$ cat config.mk
export PLATFORM = sky130hd
export DESIGN_NAME = lvsf_cfg_regs
export DESIGN_NICKNAME = d
export VERILOG_FILES = /design/src/sv/lvsf_pkg.sv /design/src/sv/lvsf_cfg_regs.sv
export SDC_FILE = /design/constraint.sdc
export NUM_CORES = 1
export LEC_CHECK = 0
export ABC_AREA = 1
export BUFFER_PORTS_ARGS = -buffer_cell sky130_fd_sc_hd__buf_4
export CORE_MARGIN = 1
export CORE_UTILIZATION = 40
export CTS_CLUSTER_SIZE = 30
export DETAILED_ROUTE_END_ITERATION = 6
export SLEW_MARGIN = 20
export SYNTH_ARGS = -nofsm -noshare
export SYNTH_HDL_FRONTEND = slang
export SYNTH_SLANG_ARGS = --single-unit
$ cat constraint.sdc
create_clock -name i_clk -period 2.4 [get_ports i_clk]
set_clock_uncertainty 0.2 [all_clocks]
set_input_delay 0.12 -clock i_clk [delete_from_list [all_inputs] [get_ports i_clk]]
set_output_delay 0.12 -clock i_clk [all_outputs]
set_load 0.02 [all_outputs]
$ cat src/sv/lvsf_pkg.sv
// Shared types, widths and codes for the velocity state-feedback core.
`default_nettype none
package lvsf_pkg;

    // Data format: signed fixed point, DATA_WIDTH bits with FRAC_BITS fraction bits
    localparam int DATA_WIDTH = 32;
    localparam int FRAC_BITS  = 16;

    // Exact accumulator: position error product is 2*DATA_WIDTH+1 bits, four terms
    // add two more, negation one more
    localparam int ACC_W = 2 * DATA_WIDTH + 4;

    // Rounding constant: half an LSB of the result
    localparam logic signed [ACC_W-1:0] ACC_HALF = ACC_W'(1) << (FRAC_BITS - 1);

    // Configuration bus
    localparam int NUM_REGS = 6;
    localparam int APB_DW   = 32;
    localparam int ADDR_W   = $clog2(NUM_REGS) + 2;

    typedef logic signed [DATA_WIDTH-1:0] t_data;
    typedef logic        [DATA_WIDTH-2:0] t_limit;

    // Item kinds
    typedef enum logic [0:0] {
        CMD_MEAS = 1'b0,
        CMD_TICK = 1'b1
    } t_cmd;

    // Register indexes (word address)
    typedef enum logic [ADDR_W-3:0] {
        REG_GOAL_POSITION      = 3'd0,
        REG_GAIN_POSITION      = 3'd1,
        REG_GAIN_VELOCITY      = 3'd2,
        REG_GAIN_PREV_VELOCITY = 3'd3,
        REG_GAIN_PREV_COMMAND  = 3'd4,
        REG_MAX_SPEED          = 3'd5
    } t_reg_idx;

    // Reset values
    localparam t_data  GOAL_RESET  = t_data'(327680);
    localparam t_limit SPEED_RESET = t_limit'(196608);

    typedef struct packed {
        t_cmd  cmd;
        t_data position;
        t_data velocity;
    } t_in_item;

    typedef struct packed {
        t_data velocity_command;
        logic  measurement_seen;
    } t_out_item;

    typedef struct packed {
        t_data  goal_position;
        t_data  gain_position;
        t_data  gain_velocity;
        t_data  gain_prev_velocity;
        t_data  gain_prev_command;
        t_limit max_speed;
    } t_cfg;

endpackage
`default_nettype wire

$ cat src/sv/lvsf_cfg_regs.sv
// APB-style configuration register file for goal, gains and speed limit.
`default_nettype none
module lvsf_cfg_regs (
    input  wire logic                        i_clk,
    input  wire logic                        i_rst_n,
    input  wire logic                        psel,
    input  wire logic                        penable,
    input  wire logic                        pwrite,
    input  wire logic [lvsf_pkg::ADDR_W-1:0] paddr,
    input  wire logic [lvsf_pkg::APB_DW-1:0] pwdata,
    output logic      [lvsf_pkg::APB_DW-1:0] prdata,
    output logic                             pready,
    output lvsf_pkg::t_cfg                   o_cfg
);
    import lvsf_pkg::*;

    t_cfg     r_cfg;
    t_cfg     n_cfg;
    t_reg_idx w_idx;
    logic     w_wr;

    assign w_idx  = t_reg_idx'(paddr[ADDR_W-1:2]);
    assign w_wr   = psel && penable && pwrite;
    assign pready = 1'b1;
    assign o_cfg  = r_cfg;

    // Register write decode; unknown indexes are ignored
    always_comb begin
        n_cfg = r_cfg;
        if (w_wr) begin
            case (w_idx)
                REG_GOAL_POSITION:      n_cfg.goal_position      = t_data'(pwdata);
                REG_GAIN_POSITION:      n_cfg.gain_position      = t_data'(pwdata);
                REG_GAIN_VELOCITY:      n_cfg.gain_velocity      = t_data'(pwdata);
                REG_GAIN_PREV_VELOCITY: n_cfg.gain_prev_velocity = t_data'(pwdata);
                REG_GAIN_PREV_COMMAND:  n_cfg.gain_prev_command  = t_data'(pwdata);
                REG_MAX_SPEED:          n_cfg.max_speed          = pwdata[DATA_WIDTH-2:0];
                default: ;
            endcase
        end
    end

    always_ff @(posedge i_clk) begin
        if (!i_rst_n) begin
            r_cfg.goal_position      <= GOAL_RESET;
            r_cfg.gain_position      <= '0;
            r_cfg.gain_velocity      <= '0;
            r_cfg.gain_prev_velocity <= '0;
            r_cfg.gain_prev_command  <= '0;
            r_cfg.max_speed          <= SPEED_RESET;
        end else begin
            r_cfg <= n_cfg;
        end
    end

    // Read-back mux
    always_comb begin
        case (w_idx)
            REG_GOAL_POSITION:      prdata = APB_DW'(unsigned'(r_cfg.goal_position));
            REG_GAIN_POSITION:      prdata = APB_DW'(unsigned'(r_cfg.gain_position));
            REG_GAIN_VELOCITY:      prdata = APB_DW'(unsigned'(r_cfg.gain_velocity));
            REG_GAIN_PREV_VELOCITY: prdata = APB_DW'(unsigned'(r_cfg.gain_prev_velocity));
            REG_GAIN_PREV_COMMAND:  prdata = APB_DW'(unsigned'(r_cfg.gain_prev_command));
            REG_MAX_SPEED:          prdata = APB_DW'(r_cfg.max_speed);
            default:                prdata = '0;
        endcase
    end

endmodule
`default_nettype wire

### After elaboration in Yosys (flattened, before gate mapping)

Index checks and enable logic that the tools add are counted.
W data, S select, Z words.

* input bits: 42
* register bits after elaboration: 191
* output and inout bits: 224
* word-level logic and storage cells: 21

* muxes and demuxes: 1
* reductions and logical operators: 9
* equality and inequality tests: 5

Operator list (number)
* $pmux W32 S6: 1
* $reduce_and A2 Y1: 6
* $eq A3 B2 Y1 const B: 2
* $eq A3 B3 Y1 const B: 2
* $eq A3 B1 Y1 const B: 1
* $logic_not A3 Y1: 1
* $logic_and A1 B1 Y1: 2

### Logic depth before layout (Yosys ltp)

* depth in word-level cells: 3
* gate-level depth with buffers: 9
* mapped depth without buffers: 7

### Least setup slack after synthesis

Ideal clock, no wire load.

* path kind: input to output
* start point: input paddr[3] (netlist bit)
* end point: output prdata[0] (netlist bit)
* required time: 2080 ps
* arrival time: 1118 ps
* path slack: 962 ps
* cell stages on the path: 7
* path buffers: 3
* cells stage by stage: buf_2 > buf_2 > buf_1 > nand4_1 > nand2_1 > nor2_1 > nand2_1

* word-level cells in the longest chain between the ends: 2
* elaborated cells on any way between the ends: 7
* classes of those cells: eq/ne (5); mux (1); reduce/logical (1)

RTL lines
* start, declared: line lvsf_cfg_regs.sv:9 `input wire logic [lvsf_pkg::ADDR_W-1:0] paddr,`
* $eq A3 B3 Y1 (tied with other cells): line lvsf_cfg_regs.sv:58 `case (w_idx)`
* $pmux W32 S6 (*): line lvsf_cfg_regs.sv:58
* end, declared: line lvsf_cfg_regs.sv:11 `output logic [lvsf_pkg::APB_DW-1:0] prdata,`

Every way passes the cells marked *; elsewhere a longest branch is shown, timed or not.

### Worst setup path in the final report

* start point: input paddr[3] (netlist bit)
* end point: output prdata[30] (netlist bit)

The elaborated chain is that of the path after synthesis.

==> metrics <==
Worst Hold Class input pin to flop; Synth area leader dfxtp_1; switch share 28.4%; CP required 2.08 ns; RSZ-0062 raised after global routing no; global placer's final weighted congestion between 0.8 and 0.9; clock power share 41.4%; ANT nets after route 0; r2r setup slk 1.56 ns; Hold Fails Final Rpt 0; via count 10,600; Seq cells post-synth 191; Cell Rows 55; max FFs per register 191; vias in the first global route 9,453; syn avg cell area a little over 6 µm²; Slew Limit Fails 0; Max Fclk 0.509 GHz; sequential area share after synthesis 40.5%; 1st-pass router iterations 5; DRT Wirelength 35.5 mm; CTS tree built; initial core utilization 41.2%; Synth-to-Final Area Change 33.6%; Syn Inst Count 1,533; Layout Nets 1,811; worst skew pair latency between 0.4 and 0.5 ns; WHS 0.0235 ns; Post-Route Setup TNS 0 ns; CTS Buf Count 17; synth unique cells 19; drt drc 0; worst slew pin tran between 0.9 and 1 ns; die footprint 24,200 µm²; Die W 156 µm; WL/cell approximately 17 µm; min Tclk post-route just under 2 ns; post-route insts no fill between 2,000 and 2,500; initial antenna violation count 0; leakage 5.96 nW; Die Y 156 µm; maxcap violations 0; clk sink count 191; crit path DAT 1.65 ns; first-pass GRT wire length approximately 54 mm; Vias/cell 5.05; Initial DRC Count 772; Gate power share 11.6%; largest cells by area after synthesis dfxtp_1, nor2_1, nand2_1, nand3_1, nand4_1; CTS max path bufs 2; FILL cells 2,325; switching power 0.00196 W; CTS root buffer clkbuf_16; area share of the leading cell type in the synthesized netlist around two fifths; Final HPWL DP 23.3 mm; dpl ws 0.372 ns; Critical path origin paddr[3]; Crit Reg-Reg Startpoint o_cfg[90]$_SDFFE_PN0P_; Critical Path Source Type input pin; Port Buf Inserts 262; power density over cell area 546 nW/µm²; Cell Int Power between 0.004 and 0.005 W; Synth warnings 0; antenna fix cells 0; Worst Path Max Fanout 31; H-tree depth 4; largest net degree at the start of global routing 67; io pins 266; Setup CP Type input pin to output port; status finished, final reports clean; syn nets ~1,600; Total Routing Usage GR 29.0%; clk slew on worst S/H paths about 0.070 ns; sequential share of power 47.0%; Synth Cell Area 9450 µm²; # placed instances around 2,000; Core Region 22,900 µm²; CTS resizes 0; Worst Hold Launch penable; final setup fails 0; PnR worst setup slack 0.434 ns; worst vdd ir 0.000433 V; gr ovfl total 0; nature of the critical path endpoint output port; share of cells above drive strength 1 19.6%; Tcrit/Tclk final 81.9%; Worst slew margin 37.2%
-- power groups by stage --
stage	logic, W	registers, W	clock network [W]
6_report	0.000799	0.00325	0.00285
5_1_grt	0.000863	0.00325	0.00301
4_1_cts	0.000793	0.00324	0.00288
3_5_place_dp	0.000749	0.00332	0
3_3_place_gp	0.000744	0.00332	0
2_1_floorplan	0.000397	0.00336	0
-- repair_timing --
item,4_1_cts,5_1_grt
hold buffers,33,0
setup buffers,0,0
hold endpoints to repair,191,0
-- Yosys cell counts --
cell type  instances
buf_1             18
buf_2             51
buf_4              6
buf_6              1
clkbuf_1          40
conb_1             1
dfxtp_1          191
inv_1             89
inv_2              4
nand2_1          378
nand2_2            1
nand3_1          164
nand3_2            1
nand3_4            1
nand4_1           95
nor2_1           483
nor2_2             5
nor2_4             2
o21ai_0            2
-- worst max-delay path, stage by stage --
cell	delay (ns)
buf_4	0.14
inv_2	0.33
nand2_1	0.23
nor2_4	0.17
buf_12	0.22
nand2_1	0.08
nand2_1	0.06
inv_1	0.03
nand2_1	0.10
buf_4	0.15
-- metrics by stage --
step                total power [W]  utilization, %  instance area [µm²]
CTS                         0.00691            55.1                12600
global route                0.00712            55.1                12600
global placement            0.00406            51.2                11700
finish                      0.00690            55.1                12600
detailed placement          0.00407            51.2                11700
floorplan                   0.00376               -                 9450
-- final timing paths --
path / to / cells past startpoint
max: prdata[30] / 10
min: o_cfg[17]$_SDFFE_PN1P_ / 4
max reg2reg: o_cfg[90]$_SDFFE_PN0P_ / 2
min reg2reg: o_cfg[150]$_SDFFE_PN0P_ / 2
-- layout make-up --
type                       instances  area, µm²  share of cell area, %
clock buffer                      17        425                   3.37
clock inverter                    15        146                   1.16
inverter                          93        352                   2.78
multi-input combinational       1133       4800                   38.0
sequential                       191       3820                   30.3
tap                              313        392                   3.10
timing repair buffer             333       2690                   21.3
-- routing by layer --
metal / share of wire [%] / up-vias / track usage, %
met1: 45 / 4879 / 39.5
met2: 46 / 384 / 47.1
met4: 2.5 / 0 / 10.2
li1: - / 5262 / -
met3: 6.2 / 45 / 3.69
met5: 0 / - / 0
-- cell usage in the layout (no fill, tap or decap), types with 6 or more instances in the layout --
cell	netlist	routed
dfxtp_1	191	191
buf_12	0	8
nor2_4	2	11
inv_1	89	89
nor2_1	483	479
dlygate4sd3_1	0	33
nand2_1	378	378
clkbuf_16	0	17
nand3_1	164	164
buf_4	6	291
nand4_1	95	95
inv_6	0	6
-- logic make-up (layout without fill, tap and decap cells) --
kind of cell / after synthesis / in the layout / share of synthesized area [%]
and+or+nand+nor: 1130 / 1130 / 50.1
DFF: 191 / 191 / 40.5
buffers and inverters: 209 / 458 / 9.29
other: 1 / 1 / 0.0397
AOI/OAI and AO/OA: 2 / 2 / 0.106
Note: power is estimated with default switching activity, not from simulation.
